[config.mk]
export PLATFORM = sky130hd
export DESIGN_NAME = wave_packet_level_guard
export DESIGN_NICKNAME = d
export VERILOG_FILES = /design/src/rtl/core/wplg_pkg.sv /design/src/rtl/core/wave_packet_level_guard.sv
export SDC_FILE = /design/constraint.sdc
export NUM_CORES = 1
export LEC_CHECK = 0
export ABC_AREA = 0
export BUFFER_PORTS_ARGS = -buffer_cell sky130_fd_sc_hd__buf_4
export CAP_MARGIN = 0
export CORE_UTILIZATION = 40
export DETAILED_ROUTE_END_ITERATION = 10
export SETUP_SLACK_MARGIN = 0.3
export SLEW_MARGIN = 20
export SYNTH_ARGS = -nofsm -noshare
export SYNTH_HDL_FRONTEND = slang
export SYNTH_SLANG_ARGS = --single-unit
[constraint.sdc]
create_clock -name aclk -period 17.75 [get_ports aclk]
set_input_delay 1.775 -clock aclk [delete_from_list [all_inputs] [get_ports aclk]]
set_output_delay 1.775 -clock aclk [all_outputs]
set_load 0.02 [all_outputs]
[src/rtl/core/wplg_pkg.sv]
// Package for the wave-packet level guard: constants, register indexes and flag positions.
package wplg_pkg;

    // Field widths
    localparam int LEVEL_W   = 8;
    localparam int TEMP_W    = 16;
    localparam int ELAPSED_W = 18;
    localparam int FLAGS_W   = 3;
    localparam int CFG_IDX_W = 2;
    localparam int CFG_DATA_W = 8;
    localparam int TDATA_IN_W  = 24;
    localparam int TDATA_OUT_W = 24;
    localparam int TEMP_LIMIT_W = 15;
    localparam int CEILING_W = 9;

    // Level scale and step count
    localparam int PACKET_STEPS_DEFAULT = 10;
    localparam logic [LEVEL_W-1:0] LEVEL_FULL = 8'd200;
    localparam int CEILING_PER_TENTH = 20;

    // Saturation point of the millisecond counter
    localparam logic [ELAPSED_W-1:0] ELAPSED_MAX = 18'h3FFFF;

    // Unit scales for the limits
    localparam int MS_PER_SECOND   = 1000;
    localparam int TEMP_PER_DEGREE = 100;

    // Register defaults and the unprogrammed codes that select them
    localparam logic [7:0] SHUTOFF_DEFAULT     = 8'd70;
    localparam logic [7:0] TEMP_CUTOFF_DEFAULT = 8'd60;
    localparam logic [3:0] MAX_OUTPUT_DEFAULT  = 4'd9;
    localparam logic [7:0] UNPROG_BYTE         = 8'hFF;
    localparam logic [3:0] UNPROG_NIBBLE       = 4'hF;

    // Status flag positions
    localparam int FLAG_WORKING  = 0;
    localparam int FLAG_TIMEOUT  = 1;
    localparam int FLAG_OVERTEMP = 2;
    localparam logic [FLAGS_W-1:0] FLAGS_NONE = 3'b000;
    localparam logic [FLAGS_W-1:0] FLAGS_ALL  = 3'b111;

    // Operation codes carried in tuser
    typedef enum logic {
        OP_SET  = 1'b0,
        OP_TICK = 1'b1
    } op_t;

    // Configuration register indexes
    typedef enum logic [CFG_IDX_W-1:0] {
        CFG_SHUTOFF     = 2'd0,
        CFG_TEMP_CUTOFF = 2'd1,
        CFG_MAX_OUTPUT  = 2'd2,
        CFG_LOGGING     = 2'd3
    } cfg_index_t;

endpackage

[src/rtl/core/wave_packet_level_guard.sv]
// Wave-packet heater output channel with clamp, quantizer, auto-off and temperature guard.
// Path: input register, then the state and result register, then out on the master side.
// One word per cycle while m_tready is high; an empty input register fills while a result waits.
// The clamp and reciprocal multiply sit before the input register, the state update after it.
// Reset (aresetn low, synchronous): state and flags clear, registers take their defaults.
// Both stages come up empty; no clearing pass is needed.
module wave_packet_level_guard #(
    parameter int PACKET_STEPS = wplg_pkg::PACKET_STEPS_DEFAULT
) (
    input  logic                                aclk,
    input  logic                                aresetn,
    // Input word
    input  logic                                s_tvalid,
    output logic                                s_tready,
    input  logic [wplg_pkg::TDATA_IN_W-1:0]     s_tdata,  // level_request[7:0], temperature[23:8]
    input  logic                                s_tuser,  // operation[0]
    // Result word
    output logic                                m_tvalid,
    input  logic                                m_tready,
    output logic [wplg_pkg::TDATA_OUT_W-1:0]    m_tdata,  // packet_steps[7:0],
                                                          // current_level[15:8],
                                                          // working_flag[16],
                                                          // timeout_flag[17],
                                                          // over_temp_flag[18], notify[19],
                                                          // zero[23:20]
    // Configuration write port
    input  logic                                cfg_wr_en,
    input  logic [wplg_pkg::CFG_IDX_W-1:0]      cfg_wr_index,
    input  logic [wplg_pkg::CFG_DATA_W-1:0]     cfg_wr_data
);

    localparam int LW = wplg_pkg::LEVEL_W;
    localparam int EW = wplg_pkg::ELAPSED_W;
    localparam int TW = wplg_pkg::TEMP_W;
    localparam int LIMW = wplg_pkg::TEMP_LIMIT_W;
    localparam int CW = wplg_pkg::CEILING_W;

    // Level units per packet step, never below one
    localparam int STEP_RAW  = 200 / PACKET_STEPS;
    localparam int STEP_SIZE = (STEP_RAW == 0) ? 1 : STEP_RAW;
    // Reciprocal for an exact floor divide of any 8-bit value by STEP_SIZE
    localparam int RECIP_SHIFT = 2 * LW;
    localparam int RECIP_W     = RECIP_SHIFT + 1;
    localparam int PROD_W      = RECIP_W + LW;
    localparam logic [RECIP_W-1:0] STEP_RECIP =
        RECIP_W'(((1 << RECIP_SHIFT) + STEP_SIZE - 1) / STEP_SIZE);

    // Register reset values in their scaled form
    localparam logic [EW-1:0] TIMEOUT_MS_RESET =
        EW'(int'(wplg_pkg::SHUTOFF_DEFAULT) * wplg_pkg::MS_PER_SECOND);
    localparam logic [LIMW-1:0] TEMP_LIMIT_RESET =
        LIMW'(int'(wplg_pkg::TEMP_CUTOFF_DEFAULT) * wplg_pkg::TEMP_PER_DEGREE);
    localparam logic [LW-1:0] CEILING_RESET = wplg_pkg::LEVEL_FULL;

    // Configuration registers, kept in scaled form
    logic [EW-1:0]   timeout_ms_reg, timeout_ms_next;
    logic [LIMW-1:0] temp_limit_reg, temp_limit_next;
    logic [LW-1:0]   ceiling_reg, ceiling_next;
    logic            channel_off_reg, channel_off_next;
    logic            logging_reg, logging_next;

    // Input stage
    logic                in_valid_reg;
    wplg_pkg::op_t       in_op_reg;
    logic                in_set_ok_reg;
    logic [LW-1:0]       in_quot_reg;
    logic [TW-1:0]       in_temp_reg;

    // Channel state and result
    logic [LW-1:0]                 step_reg, step_next;
    logic [LW-1:0]                 level_reg, level_next;
    logic [wplg_pkg::FLAGS_W-1:0]  flags_reg, flags_next;
    logic [EW-1:0]                 elapsed_reg, elapsed_next;
    logic                          notify_reg, notify_next;
    logic                          m_valid_reg;

    logic          in_load;
    logic          advance;
    logic [LW-1:0] req;
    logic [LW-1:0] clamped;
    logic [PROD_W-1:0] prod;
    logic          set_ok;

    logic [EW-1:0] elapsed_inc;
    logic          timed_out;
    logic          temp_bad;

    logic [LW-1:0] cfg_byte;
    logic [3:0]    cfg_tenths;
    logic [LW-1:0] cfg_shutoff_secs;
    logic [LW-1:0] cfg_temp_cutoff;
    logic [CW-1:0] cfg_ceiling;

    // Handshake: the input register refills as soon as its word moves on
    assign advance  = in_valid_reg && (!m_valid_reg || m_tready);
    assign s_tready = !in_valid_reg || advance;
    assign in_load  = s_tvalid && s_tready;

    // Decode configuration writes into scaled limits and the channel-off and logging bits
    always_comb begin
        cfg_byte         = cfg_wr_data[LW-1:0];
        cfg_tenths       = cfg_wr_data[3:0];
        cfg_shutoff_secs = (cfg_byte == wplg_pkg::UNPROG_BYTE) ? wplg_pkg::SHUTOFF_DEFAULT
                                                               : cfg_byte;
        cfg_temp_cutoff  = (cfg_byte == wplg_pkg::UNPROG_BYTE)
                         ? wplg_pkg::TEMP_CUTOFF_DEFAULT : cfg_byte;
        if (cfg_tenths == wplg_pkg::UNPROG_NIBBLE) begin
            cfg_tenths = wplg_pkg::MAX_OUTPUT_DEFAULT;
        end
        cfg_ceiling = (CW'(cfg_tenths) + CW'(1)) * CW'(wplg_pkg::CEILING_PER_TENTH);

        timeout_ms_next  = timeout_ms_reg;
        temp_limit_next  = temp_limit_reg;
        ceiling_next     = ceiling_reg;
        channel_off_next = channel_off_reg;
        logging_next     = logging_reg;
        if (cfg_wr_en) begin
            unique case (wplg_pkg::cfg_index_t'(cfg_wr_index))
                wplg_pkg::CFG_SHUTOFF: begin
                    timeout_ms_next = EW'(cfg_shutoff_secs) * EW'(wplg_pkg::MS_PER_SECOND);
                end
                wplg_pkg::CFG_TEMP_CUTOFF: begin
                    temp_limit_next = LIMW'(cfg_temp_cutoff) *
                                      LIMW'(wplg_pkg::TEMP_PER_DEGREE);
                end
                wplg_pkg::CFG_MAX_OUTPUT: begin
                    channel_off_next = (cfg_tenths == 4'd0);
                    ceiling_next = (cfg_ceiling > CW'(wplg_pkg::LEVEL_FULL))
                                 ? wplg_pkg::LEVEL_FULL : cfg_ceiling[LW-1:0];
                end
                wplg_pkg::CFG_LOGGING: begin
                    logging_next = cfg_wr_data[0];
                end
                default: begin
                    logging_next = logging_reg;
                end
            endcase
        end
    end

    always_ff @(posedge aclk) begin
        if (!aresetn) begin
            timeout_ms_reg  <= TIMEOUT_MS_RESET;
            temp_limit_reg  <= TEMP_LIMIT_RESET;
            ceiling_reg     <= CEILING_RESET;
            channel_off_reg <= 1'b0;
            logging_reg     <= 1'b0;
        end else begin
            timeout_ms_reg  <= timeout_ms_next;
            temp_limit_reg  <= temp_limit_next;
            ceiling_reg     <= ceiling_next;
            channel_off_reg <= channel_off_next;
            logging_reg     <= logging_next;
        end
    end

    // Clamp the requested level and divide it into packet steps
    always_comb begin
        req     = s_tdata[LW-1:0];
        set_ok  = (req <= wplg_pkg::LEVEL_FULL) && !channel_off_reg;
        clamped = (req > ceiling_reg) ? ceiling_reg : req;
        prod    = PROD_W'(clamped) * PROD_W'(STEP_RECIP);
    end

    // Input register
    always_ff @(posedge aclk) begin
        if (!aresetn) begin
            in_valid_reg <= 1'b0;
        end else if (in_load) begin
            in_valid_reg <= 1'b1;
        end else if (advance) begin
            in_valid_reg <= 1'b0;
        end
    end

    always_ff @(posedge aclk) begin
        if (in_load) begin
            in_op_reg     <= wplg_pkg::op_t'(s_tuser);
            in_set_ok_reg <= set_ok;
            in_quot_reg   <= prod[RECIP_SHIFT +: LW];
            in_temp_reg   <= s_tdata[LW +: TW];
        end
    end

    // Apply one set or tick word to the channel state
    always_comb begin
        elapsed_inc = (elapsed_reg == wplg_pkg::ELAPSED_MAX) ? elapsed_reg
                                                             : elapsed_reg + EW'(1);
        timed_out = (timeout_ms_reg != '0) && (elapsed_inc >= timeout_ms_reg);
        temp_bad  = (temp_limit_reg != '0) &&
                    (($signed(in_temp_reg) > $signed({1'b0, temp_limit_reg})) ||
                     ($signed(in_temp_reg) < $signed(TW'(1))));

        step_next    = step_reg;
        level_next   = level_reg;
        flags_next   = flags_reg;
        elapsed_next = elapsed_reg;
        notify_next  = 1'b0;

        if (in_op_reg == wplg_pkg::OP_SET) begin
            // Take the new level and restart the timer
            if (in_set_ok_reg) begin
                step_next    = in_quot_reg;
                level_next   = LW'((2 * LW)'(in_quot_reg) * (2 * LW)'(STEP_SIZE));
                elapsed_next = '0;
                if (in_quot_reg != '0) begin
                    flags_next = wplg_pkg::FLAGS_NONE;
                    flags_next[wplg_pkg::FLAG_WORKING] = 1'b1;
                end
            end
            if (channel_off_reg) begin
                step_next = '0;
            end
        end else begin
            // Count the millisecond and switch off on timeout or bad temperature
            elapsed_next = elapsed_inc;
            if (step_reg != '0) begin
                if (timed_out) begin
                    step_next   = '0;
                    level_next  = '0;
                    flags_next  = wplg_pkg::FLAGS_NONE;
                    flags_next[wplg_pkg::FLAG_TIMEOUT] = 1'b1;
                    notify_next = logging_reg;
                end else if (temp_bad) begin
                    step_next   = '0;
                    level_next  = '0;
                    flags_next[wplg_pkg::FLAG_WORKING]  = 1'b0;
                    flags_next[wplg_pkg::FLAG_OVERTEMP] = 1'b1;
                    notify_next = logging_reg;
                end
            end
            if (channel_off_reg) begin
                flags_next = wplg_pkg::FLAGS_ALL;
            end
        end
    end

    // State and result register; the state is the result that is shown
    always_ff @(posedge aclk) begin
        if (!aresetn) begin
            step_reg    <= '0;
            level_reg   <= '0;
            flags_reg   <= wplg_pkg::FLAGS_NONE;
            elapsed_reg <= '0;
            notify_reg  <= 1'b0;
            m_valid_reg <= 1'b0;
        end else begin
            if (advance) begin
                step_reg    <= step_next;
                level_reg   <= level_next;
                flags_reg   <= flags_next;
                elapsed_reg <= elapsed_next;
                notify_reg  <= notify_next;
                m_valid_reg <= 1'b1;
            end else if (m_tready) begin
                m_valid_reg <= 1'b0;
            end
        end
    end

    assign m_tvalid = m_valid_reg;
    assign m_tdata  = {4'b0000, notify_reg, flags_reg, level_reg, step_reg};

`ifndef SYNTHESIS
    // An empty input register always takes a word
    assert property (@(posedge aclk) disable iff (!aresetn)
        !in_valid_reg |-> s_tready)
        else $error("input stage empty but not ready");

    // Every word that leaves the input stage shows up as a result
    assert property (@(posedge aclk) disable iff (!aresetn)
        advance |=> m_valid_reg)
        else $error("advanced word did not reach the result register");

    // Set words never raise notify
    assert property (@(posedge aclk) disable iff (!aresetn)
        (advance && (in_op_reg == wplg_pkg::OP_SET)) |=> !notify_reg)
        else $error("notify raised on a set word");

    // A tick advances the millisecond counter by one, saturating
    assert property (@(posedge aclk) disable iff (!aresetn)
        (advance && (in_op_reg == wplg_pkg::OP_TICK)) |=>
        ((elapsed_reg == wplg_pkg::ELAPSED_MAX) ||
         (elapsed_reg == EW'($past(elapsed_reg) + EW'(1)))))
        else $error("elapsed counter did not advance on a tick");
`endif

endmodule

==> results of run 1 <==
-- layout make-up --
cell class / instances / area (um^2) / area share
well taps: 275 / 344 / 0.0356
inverters: 147 / 552 / 0.0571
clock buffers: 9 / 225 / 0.0233
clock inverters: 7 / 73.8 / 0.00764
flip-flops and latches: 92 / 2060 / 0.213
multi-input cells: 730 / 5970 / 0.619
repair buffers: 57 / 428 / 0.0443
-- worst max-delay path, cell delays in order --
cell,delay [ps]
buf_4,120
ha_1,300
o21ai_0,150
a21oi_1,60
o41ai_1,600
o21bai_1,420
o21ai_0,360
ha_1,430
inv_1,80
fa_1,530
inv_1,50
fa_1,500
inv_1,50
fa_1,500
inv_1,40
ha_1,220
a2111o_1,370
a221oi_1,550
o21ai_0,240
o41ai_1,340
xnor2_1,110
-- power breakdown --
group	leakage (uW)	internal, uW	switching (uW)
logic	0.00374	206	264
registers	0.000783	236	15.3
clock network	0.000148	99.9	91.9
total	0.00467	541	371
-- layout by cell type, fill, tap and decap left out, types with 14 or more instances in the layout --
| cell | n |
|---|---|
| nor3_1 | 21 |
| nand2_1 | 96 |
| inv_1 | 147 |
| o211ai_1 | 22 |
| edfxtp_1 | 22 |
| a21oi_1 | 42 |
| buf_4 | 57 |
| nor2_1 | 32 |
| fa_1 | 42 |
| dfxtp_1 | 70 |
| ha_1 | 159 |
| xnor2_1 | 22 |
| nor4_1 | 14 |
| and3_1 | 17 |
| o21ai_0 | 35 |
| nor2b_1 | 22 |
| xor2_1 | 15 |
| nand3_1 | 40 |
-- worst max-delay path by stage --
| stage | from | to | slack (ps) | cells after the start |
|---|---|---|---|---|
| global placement | s_tdata[4] | in_quot_reg[3] | 9890 | 23 |
| global route | s_tdata[4] | in_quot_reg[3] | 9620 | 23 |
| floorplan | s_tdata[4] | in_quot_reg[3] | 10600 | 24 |
| CTS | s_tdata[4] | in_quot_reg[3] | 10060 | 23 |
| finish | s_tdata[4] | in_quot_reg[3] | 10050 | 21 |
| detailed placement | s_tdata[4] | in_quot_reg[3] | 9680 | 23 |
-- logic make-up (layout without fill, tap and decap cells) --
kind of cell | after synthesis | count (layout)
muxes | 2 | 2
buffers and inverters | 183 | 220
AOI/OAI and AO/OA | 185 | 185
adders and majority gates | 201 | 201
other | 1 | 10
xor gates and xnor gates | 37 | 37
DFF | 92 | 92
and+or+nand+nor | 295 | 295
-- cell usage after synthesis, drive strengths merged (9+ instances only) --
library cell	instances
a21oi	42
xor2	15
nand2	97
nor4	14
o21ai	36
a31oi	9
a21o	10
ha	159
clkbuf	24
o211ai	23
nand3	40
and3	17
nor2	32
nand4	14
and2	10
xnor2	22
nor3	21
buf	12
fa	42
edfxtp	22
inv	147
dfxtp	70
a22oi	12
nor2b	22
-- through the flow --
| step | hold WS (ps) | utilization | worst slack (ps) | total power [uW] | cell area (um^2) |
|---|---|---|---|---|---|
| 6_report | 477 | 0.455 | 10050 | 913 | 9660 |
| 5_1_grt | 508 | 0.455 | 9620 | 1010 | 9660 |
| 4_1_cts | 482 | 0.455 | 10060 | 927 | 9660 |
| 3_5_place_dp | 472 | 0.441 | 9680 | 730 | 9360 |
| 3_3_place_gp | 460 | 0.441 | 9890 | 722 | 9360 |
| 2_1_floorplan | 444 | - | 10600 | 613 | 8760 |
-- routing by layer --
metal / track usage / vias up / share of wire
li1: - / 3538 / -
met1: 0.237 / 3265 / 0.48
met2: 0.313 / 65 / 0.49
met3: 0.0268 / 4 / 0.023
met4: 0.0449 / 0 / 0.0050
met5: 0 / - / 0
==> reports/qor_table.md, run 1 <==
| Step | Result | This run |
|:---|:---|:---|
| pwr | Largest voltage drop on the vdd net | 0.0000562 V |
| timing | Unrepaired setup endpoints after global routing | no |
| timing | Maximum clock rate | 130 MHz |
| timing | Worst clock skew on the final layout | 14.5 ps |
| synthesis | Number of library cell types mapped by synthesis | 67 |
| synthesis | Simple-Gate Fraction of Synth Area | 0.171 |
| layout | Layout-stage area growth over the synthesis result | 10.7% |
| floorplan | Initial core utilization | 0.411 |
| grt | First-pass GRT wire length | 32,500 um |
| timing | Number of setup violations in the final report | 0 |
| layout | Number of filler cells placed in the layout | 2,122 |
| cts | Number of sinks handled by clock tree synthesis | 92 |
| synthesis | Area fraction in compound gates after synthesis | 0.145 |
| detailed routing | Via count | 6,872 |
| timing | Number of failing hold endpoints at the final stage | 0 |
| detailed routing | DRC marker count from the first detailed-route iteration | 258 |
| synthesis | Share of synthesized cell area in full adder, half adder and majority cells | 0.324 |
| synthesis | Mean Syn Cell Area | 8.76 um^2 |
| placement | Sum of net half-perimeters after detailed placement | 15,700 um |
| cts | TritonCTS Buffers | 9 |
| synthesis | Yosys synthesis warning count | 0 |
| detailed routing | Total wirelength of the detailed-routed design | 19,100 um |
| synthesis | Register area share after synthesis | 0.236 |
| pwr | Leak Pwr | 0.00467 uW |
| detailed routing | WL per Instance | 14.5 um |
| worst setup path | Crit-path max FO | 11 |
| cts | Number of setup buffers added after CTS | 0 |
| timing | Final period utilization | 0.434 |
| floorplan | Standard cell core area | 21,200 um^2 |
| pwr | Power density relative to cell area | 94.5 nW/um^2 |
| placement | Total instance count after detailed placement | 1,301 |
| worst setup path | Worst Setup Start Kind | input port |
| synthesis | Syn Std Cell Area | 8730 um^2 |
| synthesis | Number of enable flip-flop cells after synthesis | 22 |
| layout | Number of flip-flops under the largest register name | 18 |
| floorplan | Die outline area | 22,400 um^2 |
| min path | Number of stages on the worst hold path | 2 |
| run status | Run status | completed |
| worst setup path | Nature of the critical path endpoint | flop |
| grt | Largest net degree at the start of global routing | 96 |
| worst setup path | CP arrival | 7790 ps |
| worst setup path | Setup slack of the most critical reg-to-reg path | 11,180 ps |
| synthesis | Area share of the largest cell type after synthesis | 0.228 |
| worst setup path | Start of the worst register-to-register path | ceiling_reg[4] |
| cts | Post-cts hold buffer count | 0 |
| detailed routing | Vias per std cell | 5.22 |
| synthesis | Cell type with the largest total area after synthesis | ha_1 |
| min path | Class of the worst hold path | flop to flop |
| synthesis | Cell types occupying the most area after synthesis | ha_1 23%, dfxtp_1 16%, fa_1 9.6%, edfxtp_1 7.6%, inv_1 6.3% |
| grt | Remaining global-route overflow | 0 |
| worst setup path | Category of the most critical setup path | input port to flop |
| grt | Via count of the first global-routing pass | 6,815 |
| synthesis | Share of synthesized registers carrying an async set or reset | 0 |
| cts | TritonCTS clock tree | yes |
| worst setup path | Critical R2R Capture | in_quot_reg[3] |
| grt | Total track usage | 0.181 |
| cts | H-tree depth reported by CTS | 3 |
| placement | Placer's final routability congestion estimate | 0.805 |
| floorplan | # IOs | 66 |
| floorplan | Cell row count | 53 |
| worst setup path | Required time at the worst-slack endpoint | 17,840 ps |
| timing | Final critical path time including I/O delays and setup | 7700 ps |
| synthesis | FF+latch count, synth | 92 |
| synthesis | Cells after synthesis | 996 |
| layout | Antenna Cells | 0 |
| cts | Total of cells resized after clock tree synthesis | 0 |
| synthesis | Main flop type after synthesis | dfxtp_1 |
| timing | Post-Route Setup TNS | 0 ps |
| min path | Launch point of the worst hold path | temp_limit_reg[7] |
| cts | Root buffer cell | clkbuf_16 |
| floorplan | Die Wd | 150 um |
| grt | Initial antenna violation count | 0 |
| layout | Fraction of final layout cells sized beyond drive strength 1 | 0.0883 |
| layout | Final standard cell count with taps included and fillers excluded | 1,317 |
| detailed routing | Number of DRC violations after detailed routing | 0 |
| cts | Clock network latency to the later pin of the worst-skew pair | 350 ps |
| synthesis | Combinational family with the most area after synthesis | adder cells |
| timing | Slew margin rel. | 0.359 |
| worst setup path | Cells on worst reg2reg path | 21 |
| run | MaxCap Viol Count | 0 |
| layout | Net total in the final layout | 1,278 |
| detailed routing | Count of antenna-violating nets left after detailed routing | 0 |
| synthesis | Mux share of post-synthesis cell area | 0.00244 |
| detailed routing | 1st-pass router iterations | 4 |
| timing | Max-slew violation count | 0 |
| timing | Least-Margin Pin Slew | 962 ps |
| floorplan | Die Span Y | 150 um |
| cts | Clock input transition at the sequential cells of the worst setup and hold paths | 80 ps |
| cts | Clock Path Buffers | 2 |
| min path | Endpoint with the worst hold slack | temp_limit_reg[7] |
| placement | Port buffer count | 55 |
| synthesis | XOR/XNOR Fraction of Synth Area | 0.0371 |
(Power assumes the default switching activity.)
==> inputs of run 2 (changes only) <==
- clock period: 17.75 -> 7.6 ns (I/O delays scaled with it)
==> run 2 against run 1 <==
Flip-flop and latch count unchanged. Register-to-register slack worse by 10000 ps. Combinational power up 130%. Clock skew down 3.6 ps. Sequential power is 130% higher. Global-route usage rose by 0.24 points. Design area barely moved. Clock power rose by 140%. Non-clock buffer count is the same. Critical path depth rose by 2. Worst setup slack worse by 9100 ps. Wire length grew 0.48%.
==> reports/qor_table.md, run 2 (synthesis gave the netlist of run 1 again) <==
| Step | Result | This run | Change |
|:---|:---|:---|:---|
| layout | Area of the multi-input gates | 5970 um^2 | unchanged |
| timing | Unrepaired setup endpoints after global routing | no |  |
| worst setup path | Worst Setup Start Kind | input port |  |
| layout | Area used by sequential logic in the layout | 2060 um^2 | unchanged |
| floorplan | Cell row count | 53 | unchanged |
| cts | H-tree depth reported by CTS | 3 | unchanged |
| placement | Port buffer count | 55 | unchanged |
| timing | Final period utilization | 0.880 |  |
| detailed routing | DRC marker count from the first detailed-route iteration | 298 | +16% |
| cts | Clock input transition at the sequential cells of the worst setup and hold paths | 70 ps | about the same |
| floorplan | # IOs | 66 | unchanged |
| pwr | Leak Pwr | 0.00467 uW | about the same |
| pwr | Power density relative to cell area | 221 nW/um^2 | +130% |
| placement | Placer's final routability congestion estimate | 0.800 | -0.57% |
| floorplan | Initial core utilization | 0.411 | unchanged |
| grt | Met2 Use GR | 0.314 | +0.00162 |
| grt | GR Layer Usage met3 | 0.0326 | +0.00579 |
| run | MaxCap Viol Count | 0 | unchanged |
| cts | Total of cells resized after clock tree synthesis | 0 | unchanged |
| placement | Total instance count after detailed placement | 1,301 | unchanged |
| floorplan | Die outline area | 22,400 um^2 | unchanged |
| timing | Least-Margin Pin Slew | 984 ps | +22.1 ps |
| grt | Met1 Track Usage GR | 0.237 | about the same |
| grt | Via count of the first global-routing pass | 6,720 | -1.4% |
| cts | Number of setup buffers added after CTS | 0 | unchanged |
| detailed routing | Total wirelength of the detailed-routed design | 19,200 um | +0.48% |
| cts | Root buffer cell | clkbuf_16 |  |
| timing | Maximum clock rate | 149 MHz |  |
| worst setup path | Crit-path max FO | 11 | unchanged |
| pwr | Psw | 874 uW | +140% |
| detailed routing | Number of DRC violations after detailed routing | 0 | unchanged |
| cts | TritonCTS clock tree | yes |  |
| timing | Number of failing hold endpoints at the final stage | 0 | unchanged |
| layout | Most frequent standard cell in the layout excluding fill and tap cells | ha_1 |  |
| grt | First-pass GRT wire length | 32,600 um | +0.32% |
| worst setup path | CP arrival | 6780 ps | -1010 ps |
| worst setup path | Cell with the largest stage delay on the worst path | o41ai_1 |  |
| detailed routing | 1st-pass router iterations | 5 | +1 |
| timing | Worst clock skew on the final layout | 10.9 ps | -3.62 ps |
| grt | Largest net degree at the start of global routing | 96 | unchanged |
| cts | TritonCTS Buffers | 9 | unchanged |
| pwr | Sequential cell fraction of total power | 0.274 | about the same |
| timing | Number of setup violations in the final report | 0 | unchanged |
| layout | Antenna Cells | 0 | unchanged |
| floorplan | Die Span Y | 150 um | unchanged |
| worst setup path | CP max stage delay | 630 ps | +30 ps |
| worst setup path | Nature of the critical path endpoint | flop |  |
| pwr | Switching share of power | 0.408 | +0.00114 |
| timing | Slew margin rel. | 0.344 | -0.0147 |
| layout | Final standard cell count with taps included and fillers excluded | 1,317 | unchanged |
| min path | Class of the worst hold path | flop to flop |  |
| worst setup path | Category of the most critical setup path | input port to flop |  |
| worst setup path | Cells along the critical path | buf_4, ha_1, o21ai_0, a21oi_1, o41ai_1, o21bai_1, o21ai_0, ha_1, inv_1, fa_1, inv_1, fa_1, inv_1, fa_1, inv_1, ha_1, o21ai_0, nor2_1, and3_1, a221oi_1, o21ai_0, o41ai_1, xnor2_1 |  |
| grt | Total track usage | 0.184 | +0.00242 |
| cts | Clock Path Buffers | 2 | unchanged |
| cts | Post-cts hold buffer count | 0 | unchanged |
| grt | Remaining global-route overflow | 0 | unchanged |
| pwr | Combinational group share of total power | 0.514 | about the same |
| detailed routing | Via count | 6,873 | +0.015% |
| layout | Layout-stage area growth over the synthesis result | 10.8% | about the same |
| layout | Most used cells in the layout excluding fill and tap cells | 159 x ha_1, 147 x inv_1, 96 x nand2_1 |  |
| timing | Final critical path time including I/O delays and setup | 6690 ps |  |
| timing | Max-slew violation count | 0 | unchanged |
| layout | Number of flip-flops under the largest register name | 18 | unchanged |
| pwr | Relative contribution of the clock network to total power | 0.211 | about the same |
| floorplan | Die Wd | 150 um | unchanged |
| detailed routing | Count of antenna-violating nets left after detailed routing | 0 | unchanged |
| detailed routing | WL per Instance | 14.6 um | +0.48% |
| pwr | Internal portion of total power | 1270 uW | +130% |
| detailed routing | Vias per std cell | 5.22 | about the same |
| worst setup path | Setup slack of the most critical reg-to-reg path | 1020 ps | -10,160 ps |
| worst setup path | Required time at the worst-slack endpoint | 7690 ps | -10,150 ps |
| placement | Sum of net half-perimeters after detailed placement | 15,700 um | -0.26% |
| cts | Clock network latency to the later pin of the worst-skew pair | 350 ps | about the same |
| layout | Number of filler cells placed in the layout | 2,089 | -1.6% |
| timing | Post-Route Setup TNS | 0 ps | unchanged |
| layout | Net total in the final layout | 1,278 | unchanged |
| cts | Number of sinks handled by clock tree synthesis | 92 | unchanged |
| layout | Fraction of final layout cells sized beyond drive strength 1 | 0.0883 | unchanged |
| pwr | Largest voltage drop on the vdd net | 0.000134 V | +140% |
| run status | Run status | completed |  |
| grt | Initial antenna violation count | 0 | unchanged |
| grt | Gr busiest metal | met2 |  |
| floorplan | Standard cell core area | 21,200 um^2 | unchanged |
run 2: final timing paths:
check | from | cells past startpoint | end
worst max-delay path | s_tdata[4] | 23 | in_quot_reg[3]
worst max register to register | ceiling_reg[4] | 23 | in_quot_reg[3]
worst min register to register | temp_limit_reg[7] | 2 | temp_limit_reg[7]
worst min-delay path | temp_limit_reg[7] | 2 | temp_limit_reg[7]
run 2: routing by layer:
layer  up-vias  share of wire
li1       3542              -
met1      3229           0.48
met2        85           0.48
met3        17          0.028
met4         0          0.014
met5         -              0
run 2: final cells by class:
class | instances | share of cell area
clock buffers | 9 | 0.0233
clock inverters | 7 | 0.00841
inverters | 147 | 0.0571
multi-input cells | 730 | 0.618
flip-flops and latches | 92 | 0.213
well taps | 275 | 0.0356
repair buffers | 57 | 0.0443
run 2: worst max-delay path, delay by kind of cell:
kind                     cells  cell delay, ps
AO/OA/AOI/OAI                9            2800
buffers and inverters        5             340
adder cells (fa/ha/maj)      6            2510
XOR/XNOR                     1             110
AND/OR/NAND/NOR              2             230
run 2: per-stage QoR:
stage	hold slack [ps]	util	area [um^2]	total power [uW]	setup slack, ps
final	471	0.456	9670	2140	909
after global routing	505	0.456	9670	2370	377
after CTS	479	0.456	9670	2170	930
after detailed placement	468	0.441	9360	1710	595
after global placement	457	0.441	9360	1690	746
after floorplan	444	-	8760	1430	1470
run 2: power by group through the flow:
stage          combinational [uW]  sequential (uW)  clock [uW]
5_1_grt                      1290              593         483
4_1_cts                      1120              587         465
2_1_floorplan                 839              593           0
3_5_place_dp                 1110              598           0
3_3_place_gp                 1090              597           0
6_report                     1100              587         453
